**src/hw/rtl/swan_pkg.sv**
```systemverilog
// Package for the sensor weighted average normaliser.
// Holds the default sizes, mode codes, output constants and the lane control struct.
// Used by swan_lane and sensor_weighted_average_normalizer.
`timescale 1ns / 1ps

package swan_pkg;

   localparam int unsigned CHANNELS_DEFAULT    = 6;
   localparam int unsigned WINDOW_DEFAULT      = 10;
   localparam int unsigned SAMPLE_BITS_DEFAULT = 10;

   localparam int unsigned MODE_BITS  = 2;
   localparam int unsigned LEVEL_BITS = 8;
   localparam int unsigned SCAN_BITS  = 16;
   localparam int unsigned PERCENT    = 100;
   localparam int unsigned LEVEL_CAP  = 255;
   localparam int unsigned SCAN_RESET = 100;

   localparam logic [MODE_BITS-1:0] MODE_PRIME     = 2'd0;
   localparam logic [MODE_BITS-1:0] MODE_CALIBRATE = 2'd1;
   localparam logic [MODE_BITS-1:0] MODE_RUN       = 2'd2;

   typedef struct packed {
      logic                 shift;
      logic                 mean_take;
      logic                 range_load;
      logic                 level_start;
      logic                 level_take;
      logic [MODE_BITS-1:0] mode;
   } lane_ctl_type;

endpackage

```
**src/hw/rtl/swan_div.sv**
```systemverilog
// Restoring divider that produces one quotient bit per cycle.
// Takes a partial remainder below the divisor and shifts in the dividend bits.
// Depends on nothing beyond its parameters.
`timescale 1ns / 1ps

module swan_div #(
   parameter int unsigned RW = 10,
   parameter int unsigned N  = 10
) (
   input  logic          clock,
   input  logic          reset,
   input  logic          start,
   input  logic [RW-1:0] rem_init,
   input  logic [N-1:0]  dividend,
   input  logic [RW-1:0] divisor,
   output logic          done,
   output logic [N-1:0]  quotient
);

   localparam int unsigned CW = $clog2(N + 1);

   logic [RW-1:0] rem_ff;
   logic [N-1:0]  dvd_ff;
   logic [RW-1:0] dvs_ff;
   logic [N-1:0]  quo_ff;
   logic [CW-1:0] cnt_ff;
   logic          done_ff;

   logic [RW:0]   trial;
   logic          fit;
   logic [RW-1:0] rem_in;

   always_comb begin
      trial  = {rem_ff, dvd_ff[N-1]};
      fit    = trial >= {1'b0, dvs_ff};
      rem_in = fit ? RW'(trial - {1'b0, dvs_ff}) : trial[RW-1:0];
   end

   always_ff @(posedge clock) begin
      if (reset) begin
         cnt_ff  <= '0;
         done_ff <= 1'b0;
      end else begin
         done_ff <= 1'b0;
         if (start) begin
            rem_ff <= rem_init;
            dvd_ff <= dividend;
            dvs_ff <= divisor;
            cnt_ff <= CW'(N);
         end else if (cnt_ff != '0) begin
            rem_ff  <= rem_in;
            dvd_ff  <= dvd_ff << 1;
            quo_ff  <= {quo_ff[N-2:0], fit};
            cnt_ff  <= cnt_ff - 1'b1;
            done_ff <= (cnt_ff == CW'(1));
         end
      end
   end

   assign done     = done_ff;
   assign quotient = quo_ff;

endmodule

```
**src/hw/rtl/swan_lane.sv**
```systemverilog
// One channel lane: sample window, running weighted sum, min/max pair and level.
// Forms the mean by reciprocal multiplication and the level with one swan_div.
// Depends on swan_pkg and swan_div.
`timescale 1ns / 1ps

module swan_lane #(
   parameter int unsigned WINDOW      = 10,
   parameter int unsigned SAMPLE_BITS = 10
) (
   input  logic                              clock,
   input  logic                              reset,
   input  swan_pkg::lane_ctl_type            ctl,
   input  logic [SAMPLE_BITS-1:0]            sample,
   output logic [swan_pkg::LEVEL_BITS-1:0]   level,
   output logic                              div_done
);

   import swan_pkg::*;

   localparam int unsigned WSUM = WINDOW * (WINDOW + 1) / 2;
   localparam int unsigned WSB  = $clog2(WSUM + 1);
   localparam int unsigned SW   = SAMPLE_BITS + WSB;
   localparam int unsigned PW   = SAMPLE_BITS + $clog2(WINDOW + 1);
   localparam int unsigned RW   = (SAMPLE_BITS > WSB) ? SAMPLE_BITS : WSB;
   localparam int unsigned NW   = SAMPLE_BITS + $clog2(PERCENT + 1);
   localparam int unsigned RK   = SW + $clog2(WSUM);
   localparam int unsigned PRW  = 2 * SW + 1;
   localparam longint unsigned RECIP =
      ((64'd1 << RK) + 64'(WSUM) - 64'd1) / 64'(WSUM);

   logic [SAMPLE_BITS-1:0] win_ff [WINDOW];
   logic [SW-1:0]          wsum_ff, wsum_in;
   logic [PW-1:0]          psum_ff, psum_in;
   logic [PRW-1:0]         mean_prod;
   logic [SAMPLE_BITS-1:0] mean_ff, mean_in;
   logic [SAMPLE_BITS-1:0] min_ff, min_in;
   logic [SAMPLE_BITS-1:0] max_ff, max_in;
   logic [NW-1:0]          num_ff, num_in;
   logic [SAMPLE_BITS-1:0] span_ff, span_in;
   logic                   zero_ff, zero_in;
   logic                   ovf_ff, ovf_in;
   logic [LEVEL_BITS-1:0]  level_ff;

   logic                   div_start;
   logic [RW-1:0]          div_rem;
   logic [SAMPLE_BITS-1:0] div_dvd;
   logic [RW-1:0]          div_dvs;
   logic [SAMPLE_BITS-1:0] div_quo;

   // The weighted sum follows from the old sum minus the plain sum plus the
   // newest sample at full weight, so no pass over the window is needed.
   always_comb begin
      wsum_in = wsum_ff - SW'(psum_ff) + SW'(sample) * SW'(WINDOW);
      psum_in = psum_ff - PW'(win_ff[WINDOW-1]) + PW'(sample);
   end

   // The reciprocal is rounded up, and its excess stays below the weight total,
   // so the truncated quotient is exact for every sum that fits the sum register.
   always_comb begin
      mean_prod = PRW'(wsum_ff) * PRW'(RECIP);
      mean_in   = mean_prod[RK +: SAMPLE_BITS];
   end

   always_comb begin
      min_in = min_ff;
      max_in = max_ff;
      case (ctl.mode)
         MODE_PRIME: begin
            min_in = mean_in;
            max_in = mean_in;
         end
         MODE_CALIBRATE: begin
            if (mean_in > max_ff) begin
               max_in = mean_in;
            end else if (mean_in < min_ff) begin
               min_in = mean_in;
            end
         end
         default: begin
         end
      endcase
   end

   always_comb begin
      zero_in = (max_ff <= min_ff) || (mean_ff <= min_ff);
      span_in = max_ff - min_ff;
      num_in  = NW'(mean_ff - min_ff) * NW'(PERCENT);
      ovf_in  = SAMPLE_BITS'(num_in[NW-1:LEVEL_BITS]) >= span_in;
   end

   always_comb begin
      div_start = ctl.level_start;
      div_rem   = RW'(num_ff[NW-1:SAMPLE_BITS]);
      div_dvd   = num_ff[SAMPLE_BITS-1:0];
      div_dvs   = RW'(span_ff);
   end

   swan_div #(
      .RW (RW),
      .N  (SAMPLE_BITS)
   ) u_div (
      .clock    (clock),
      .reset    (reset),
      .start    (div_start),
      .rem_init (div_rem),
      .dividend (div_dvd),
      .divisor  (div_dvs),
      .done     (div_done),
      .quotient (div_quo)
   );

   always_ff @(posedge clock) begin
      if (reset) begin
         for (int k = 0; k < WINDOW; k++) begin
            win_ff[k] <= '0;
         end
         wsum_ff <= '0;
         psum_ff <= '0;
         min_ff  <= '0;
         max_ff  <= '0;
      end else begin
         if (ctl.shift) begin
            for (int k = 1; k < WINDOW; k++) begin
               win_ff[k] <= win_ff[k-1];
            end
            win_ff[0] <= sample;
            wsum_ff   <= wsum_in;
            psum_ff   <= psum_in;
         end
         if (ctl.mean_take) begin
            mean_ff <= mean_in;
            min_ff  <= min_in;
            max_ff  <= max_in;
         end
      end
   end

   always_ff @(posedge clock) begin
      if (ctl.range_load) begin
         num_ff  <= num_in;
         span_ff <= span_in;
         zero_ff <= zero_in;
         ovf_ff  <= ovf_in;
      end
      if (ctl.level_take) begin
         if (zero_ff) begin
            level_ff <= '0;
         end else if (ovf_ff) begin
            level_ff <= LEVEL_BITS'(LEVEL_CAP);
         end else begin
            level_ff <= div_quo[LEVEL_BITS-1:0];
         end
      end
   end

   assign level = level_ff;

endmodule

```
**src/hw/rtl/sensor_weighted_average_normalizer.sv**
```systemverilog
// Top level of the sensor weighted average normaliser: sequencer, scan countdown,
// one swan_lane per channel and the merging output register.
// Depends on swan_pkg and swan_lane.
//
//   Channel  Direction  Ports                      Content
//   req      in         req_tvalid/tready/tdata/tuser   samples; mode
//   rsp      out        rsp_tvalid/tready/tdata/tuser   levels; scan done flag
//   csr      in         csr_we/csr_wdata           scan count
//
// An item passes through these steps in order: accept it, form the mean, latch the range,
// start the divider, wait for the per-lane level divider to finish, take the level and
// load the result into the output register once that register is free.
// Reset is synchronous and active high; it clears the windows, min/max, and reloads
// the scan count with 100. A result waiting on rsp does not block the next item;
// only a second finished result waits until the first has been taken.
`timescale 1ns / 1ps

module sensor_weighted_average_normalizer #(
   parameter int unsigned CHANNELS    = swan_pkg::CHANNELS_DEFAULT,
   parameter int unsigned WINDOW      = swan_pkg::WINDOW_DEFAULT,
   parameter int unsigned SAMPLE_BITS = swan_pkg::SAMPLE_BITS_DEFAULT
) (
   input  logic                                     clock,
   input  logic                                     reset,
   input  logic                                     req_tvalid,
   output logic                                     req_tready,
   // sample_0, sample_1, ... from the lowest bit, zero padding to whole bytes
   input  logic [((CHANNELS*SAMPLE_BITS+7)/8)*8-1:0] req_tdata,
   // mode
   input  logic [swan_pkg::MODE_BITS-1:0]           req_tuser,
   output logic                                     rsp_tvalid,
   input  logic                                     rsp_tready,
   // level_0, level_1, ... from the lowest bit
   output logic [CHANNELS*swan_pkg::LEVEL_BITS-1:0] rsp_tdata,
   // scan_done
   output logic [0:0]                               rsp_tuser,
   input  logic                                     csr_we,
   input  logic [swan_pkg::SCAN_BITS-1:0]           csr_wdata
);

   import swan_pkg::*;

   typedef enum logic [2:0] {
      S_IDLE,
      S_MEAN,
      S_RANGE,
      S_LEVEL_GO,
      S_LEVEL_WAIT,
      S_DONE
   } state_type;

   state_type                       state_ff;
   logic [MODE_BITS-1:0]            mode_ff;
   logic [SCAN_BITS-1:0]            scan_left_ff;
   logic                            scan_finished_ff;
   logic                            rsp_tvalid_ff;
   logic [CHANNELS*LEVEL_BITS-1:0]  rsp_tdata_ff;
   logic                            rsp_tuser_ff;

   lane_ctl_type                    ctl;
   logic                            accept;
   logic                            all_done;
   logic                            out_free;
   logic [CHANNELS-1:0]             done_vec;
   logic [LEVEL_BITS-1:0]           level_vec [CHANNELS];

   assign req_tready = (state_ff == S_IDLE);
   assign accept     = req_tvalid && req_tready;
   assign all_done   = &done_vec;
   assign out_free   = !rsp_tvalid_ff || rsp_tready;

   always_comb begin
      ctl.shift       = accept;
      ctl.mean_take   = (state_ff == S_MEAN);
      ctl.range_load  = (state_ff == S_RANGE);
      ctl.level_start = (state_ff == S_LEVEL_GO);
      ctl.level_take  = (state_ff == S_LEVEL_WAIT) && all_done;
      ctl.mode        = mode_ff;
   end

   for (genvar c = 0; c < CHANNELS; c++) begin : g_lane
      swan_lane #(
         .WINDOW      (WINDOW),
         .SAMPLE_BITS (SAMPLE_BITS)
      ) u_lane (
         .clock    (clock),
         .reset    (reset),
         .ctl      (ctl),
         .sample   (req_tdata[c*SAMPLE_BITS +: SAMPLE_BITS]),
         .level    (level_vec[c]),
         .div_done (done_vec[c])
      );
   end

   always_ff @(posedge clock) begin
      if (reset) begin
         state_ff         <= S_IDLE;
         scan_left_ff     <= SCAN_BITS'(SCAN_RESET);
         scan_finished_ff <= 1'b0;
         rsp_tvalid_ff    <= 1'b0;
      end else begin
         if ((state_ff == S_DONE) && out_free) begin
            rsp_tvalid_ff <= 1'b1;
         end else if (rsp_tready) begin
            rsp_tvalid_ff <= 1'b0;
         end
         if (csr_we) begin
            scan_left_ff     <= csr_wdata;
            scan_finished_ff <= 1'b0;
         end else if (accept && (req_tuser == MODE_CALIBRATE)) begin
            if (scan_left_ff != '0) begin
               scan_left_ff <= scan_left_ff - 1'b1;
            end
            if (scan_left_ff <= SCAN_BITS'(1)) begin
               scan_finished_ff <= 1'b1;
            end
         end
         unique case (state_ff)
            S_IDLE: begin
               if (accept) begin
                  mode_ff  <= req_tuser;
                  state_ff <= S_MEAN;
               end
            end
            S_MEAN: begin
               state_ff <= S_RANGE;
            end
            S_RANGE: begin
               state_ff <= S_LEVEL_GO;
            end
            S_LEVEL_GO: begin
               state_ff <= S_LEVEL_WAIT;
            end
            S_LEVEL_WAIT: begin
               if (all_done) begin
                  state_ff <= S_DONE;
               end
            end
            S_DONE: begin
               if (out_free) begin
                  for (int c = 0; c < CHANNELS; c++) begin
                     rsp_tdata_ff[c*LEVEL_BITS +: LEVEL_BITS] <= level_vec[c];
                  end
                  rsp_tuser_ff <= scan_finished_ff;
                  state_ff     <= S_IDLE;
               end
            end
            default: begin
               state_ff <= S_IDLE;
            end
         endcase
      end
   end

   assign rsp_tvalid   = rsp_tvalid_ff;
   assign rsp_tdata    = rsp_tdata_ff;
   assign rsp_tuser[0] = rsp_tuser_ff;

`ifndef SYNTH
   a_one_item_at_a_time : assert property (@(posedge clock) disable iff (reset)
      accept |=> !req_tready)
      else $error("item accepted while another is in progress");

   a_lanes_in_step : assert property (@(posedge clock) disable iff (reset)
      (&done_vec) == (|done_vec))
      else $error("lane dividers finished out of step");

   a_csr_clears_done : assert property (@(posedge clock) disable iff (reset)
      csr_we |=> !scan_finished_ff)
      else $error("scan count write did not clear the finished flag");

   a_done_holds : assert property (@(posedge clock) disable iff (reset)
      scan_finished_ff && !csr_we |=> scan_finished_ff)
      else $error("scan finished flag dropped without a register write");

   a_no_overwrite : assert property (@(posedge clock) disable iff (reset)
      rsp_tvalid && !rsp_tready |=> $stable(rsp_tdata) && rsp_tvalid)
      else $error("waiting result was overwritten");
`endif

endmodule
```
**config.mk**
```make
export PLATFORM = sky130hd
export DESIGN_NAME = sensor_weighted_average_normalizer
export DESIGN_NICKNAME = d
export VERILOG_FILES = /design/src/hw/rtl/swan_pkg.sv /design/src/hw/rtl/swan_div.sv /design/src/hw/rtl/swan_lane.sv /design/src/hw/rtl/sensor_weighted_average_normalizer.sv
export SDC_FILE = /design/constraint.sdc
export NUM_CORES = 2
export LEC_CHECK = 0
export BUFFER_PORTS_ARGS = -buffer_cell sky130_fd_sc_hd__buf_2
export CORE_UTILIZATION = 35
export CTS_CLUSTER_SIZE = 24
export DETAILED_ROUTE_END_ITERATION = 12
export GPL_TIMING_DRIVEN = 0
export PLACE_DENSITY = 0.53
export SETUP_SLACK_MARGIN = 0.3
export SLEW_MARGIN = 5
export SYNTH_ARGS = -nofsm -noshare
export SYNTH_HDL_FRONTEND = slang
export SYNTH_SLANG_ARGS = --single-unit
```
**constraint.sdc**
```tcl
create_clock -name clock -period 31.6 [get_ports clock]
set_clock_uncertainty 0.15 [all_clocks]
set_input_delay 7.9 -clock clock [delete_from_list [all_inputs] [get_ports clock]]
set_output_delay 7.9 -clock clock [all_outputs]
set_load 0.01 [all_outputs]
```
==> impl_metrics.yaml <==
sta:
  hold_viol: 0
  fin_crit_sh_pct: 37.0
  finalSetupViolCount: 0
  min_period_ns: 11.70
  rsz0062_at_grt: "false"
  fin_setup_tns_ns: 0
  max_slew_margin_pct: 6.60
  fmax_mhz: 85.5
  worst_pin_slew_ns: 1.40
  report.final.slew_viol_count: 0
worst_setup_path:
  cp_max_fo: 4
  cp-end-kind: "flop"
  reg2reg_depth: 30
  start_kind: "primary input"
  timing.critical_path.from: "req_tdata[23]"
  crit_type: "in -> reg"
  reg2reg_from: "g_lane[1].u_lane.wsum_ff[4]"
  worstPathArrival_ns: 12.24
  worstPathRequired_ns: 32.15
synthesis:
  synth_common_cells: "1600 x ha_1, 1587 x inv_1, 1137 x edfxtp_1, 680 x fa_1, 589 x nand2_1"
  netlist-cell-type-count: 99
  synth_top_cell_by_area: "edfxtp_1"
  synth.top_cell.area_share_pct: 31.7
  syn_nets: 12300
  yosysSeqAreaShare_pct: 38.3
  synth-edff-count: 1137
  syn_area_um2: 108000
  postSynth.asyncResetShare_pct: 0
  synth_area_leaders: "edfxtp_1 32%, ha_1 19%, fa_1 13%, dfxtp_1 6.5%, inv_1 5.5%"
  syn_inst: 9961
  avgSynthCellArea_um2: 10.8
  synth.most_common_cell: "ha_1"
  synth_top_flop_cell: "edfxtp_1"
  ys_ff_latch: 1488
  ys_warn_count: 0
die:
  coreArea_um2: 306000
  die_w_um: 557
  dieArea_um2: 310000
  die_height_um: 557
  fp-row-count: 203
  io_pins: 138
  initial_utilization_pct: 35.2
place:
  hpwl_um: 211000
  place_congestion: 0.876
  port-buffer-count: 132
  dpl_cell_area_um2: 114000
detailed_routing:
  drt-pass1-iter-count: 6
  drc_errors: 0
  vias_per_cell: 4.79
  drtAntennaViolNets: 0
  drt-total-wl_um: 261000
  wl_per_cell_um: 17.9
  drt_iter0_markers: 3330
  vias: 69900
clock_network:
  clkTransAtPathRegs_ns: 0.06
  clockRootBuffer: "clkbuf_16"
  cts_tree: "yes"
  cts_made_buffers: 177
  ctsHoldBuffers: 0
  cts_sinks: 1488
  insertion_delay_ns: 0.87
  cts_setup_buffers: 0
  clock_path_buffers: 4
  cts.repair.resized: 0
  h-tree-depth: 4
layout:
  drive_gt1_share_pct: 5.39
  utilization_pct: 39.3
  final_area_um2: 120000
  nets: 12700
  num-fill-cells: 29600
  syn_to_final_growth_pct: 11.6
global_routing:
  antenna_found_initial: 56
  grt_usage_pct: 16.8
  grt_pass1_wl_um: 406000
  grt_pass1_vias: 71700
  grt.overflow.total: 0
  grt_max_degree: 71
run_status:
  outcome: "finished, final reports clean"
hold_path:
  hp-start: "g_lane[4].u_lane.div_dvs[0]"
  hold-path-cell-count: 0
  hold_class: "reg -> reg"
run:
  max_cap_violations: 0
-- cell usage in the layout, fill, tap and decap left out, drive strengths merged, types with 23 or more instances in the layout --
cell and n:
and3 31, nor2 536, a22o 27, clkbuf 398, mux2i 95, nand2 590
nor4 27, clkinv 62, inv 1595, diode 23, nand3 97, o21ai 297
o31ai 26, edfxtp 1137, o21a 62, o21bai 69, o211ai 33, nand2b 43
nor3 211, ha 1600, or2 38, and2 569, nand4 68, a21oi 526
a21boi 48, xnor2 284, a21o 149, xor2 110, a31oi 40, a211oi 62
fa 680, dfxtp 351, buf 212, nor2b 73, or3 56
-- logic make-up after synthesis --
| kind of cell | Yosys count | synth area share [%] |
|---|---|---|
| compound gates | 1506 | 8.97 |
| xor+xnor | 396 | 3.25 |
| fa+ha+maj | 2280 | 31.2 |
| buf+inv | 1798 | 6.30 |
| flops | 1488 | 38.3 |
| mux | 101 | 0.950 |
| simple gates | 2392 | 11.0 |
-- per-stage QoR --
step           setup WS, ns  hold slack (ns)  std cells
2_1_floorplan          5.51            0.250       9961
4_1_cts               20.02            0.232      14600
6_report              19.90            0.226      14600
3_5_place_dp          19.13            0.255      14200
5_1_grt               19.65            0.230      14600
3_3_place_gp          -2.93            0.252      14200
-- registers in the layout, summed over array words and instances, names as in the netlist, 48 cells and up --
| name | cells |
|---|---|
| g_lane.u_lane.div_dvs | 60 |
| g_lane.u_lane.level | 48 |
| g_lane.u_lane.max_ff | 60 |
| g_lane.u_lane.mean_ff | 60 |
| g_lane.u_lane.min_ff | 60 |
| g_lane.u_lane.num_ff | 90 |
| g_lane.u_lane.psum_ff | 84 |
| g_lane.u_lane.u_div.dvd_ff | 48 |
| g_lane.u_lane.u_div.dvs_ff | 60 |
| g_lane.u_lane.u_div.quotient | 48 |
| g_lane.u_lane.u_div.rem_ff | 60 |
| g_lane.u_lane.win_ff | 600 |
| g_lane.u_lane.wsum_ff | 96 |
| rsp_tdata | 48 |
-- layer usage --
layer  global-route usage (%)  wire length (um)  up-vias
li1                         -                 -    34800
met1                     22.9            124000    33700
met2                     27.2            117000     1054
met3                     2.38             10900      380
met4                     5.88              9210       50
met5                        0               314        -
-- cell type report --
type | instances | area [um^2] | area share (%)
repair buffers | 182 | 1400 | 1.16
diodes | 23 | 57.6 | 0.0479
inverters | 1588 | 5960 | 4.96
clock inverters | 99 | 1080 | 0.898
multi-input cells | 6675 | 59700 | 49.7
well taps | 4100 | 5130 | 4.27
flip-flops and latches | 1488 | 41200 | 34.3
clock buffers | 218 | 4720 | 3.93
plain buffers | 210 | 841 | 0.700
-- critical path, cell delays in order --
cell and delay (ns):
buf_2 0.13, ha_1 0.28, ha_1 0.15, inv_1 0.06, fa_1 0.45, inv_1 0.07
a21oi_1 0.06, o21bai_1 0.20, a21oi_1 0.10, nor2_1 0.12, o21ai_0 0.11, nand2b_1 0.10
a21oi_1 0.08, xnor2_1 0.19, fa_1 0.45, ha_1 0.25, or3_1 0.37, a2111oi_1 0.54
o31ai_1 0.23, xor2_1 0.18, a22o_1 0.21
-- worst paths after layout --
path                                 endpoint  slack [ns]
max              g_lane[2].u_lane.wsum_ff[15]       19.90
min          g_lane[4].u_lane.u_div.dvs_ff[0]        0.23
max reg2reg        g_lane[1].u_lane.min_ff[5]       22.38
min reg2reg  g_lane[4].u_lane.u_div.dvs_ff[0]        0.23
Power is left out: the tool's default activity adds up to more than one toggle a clock period on the data nets, which glitch-free logic cannot reach.
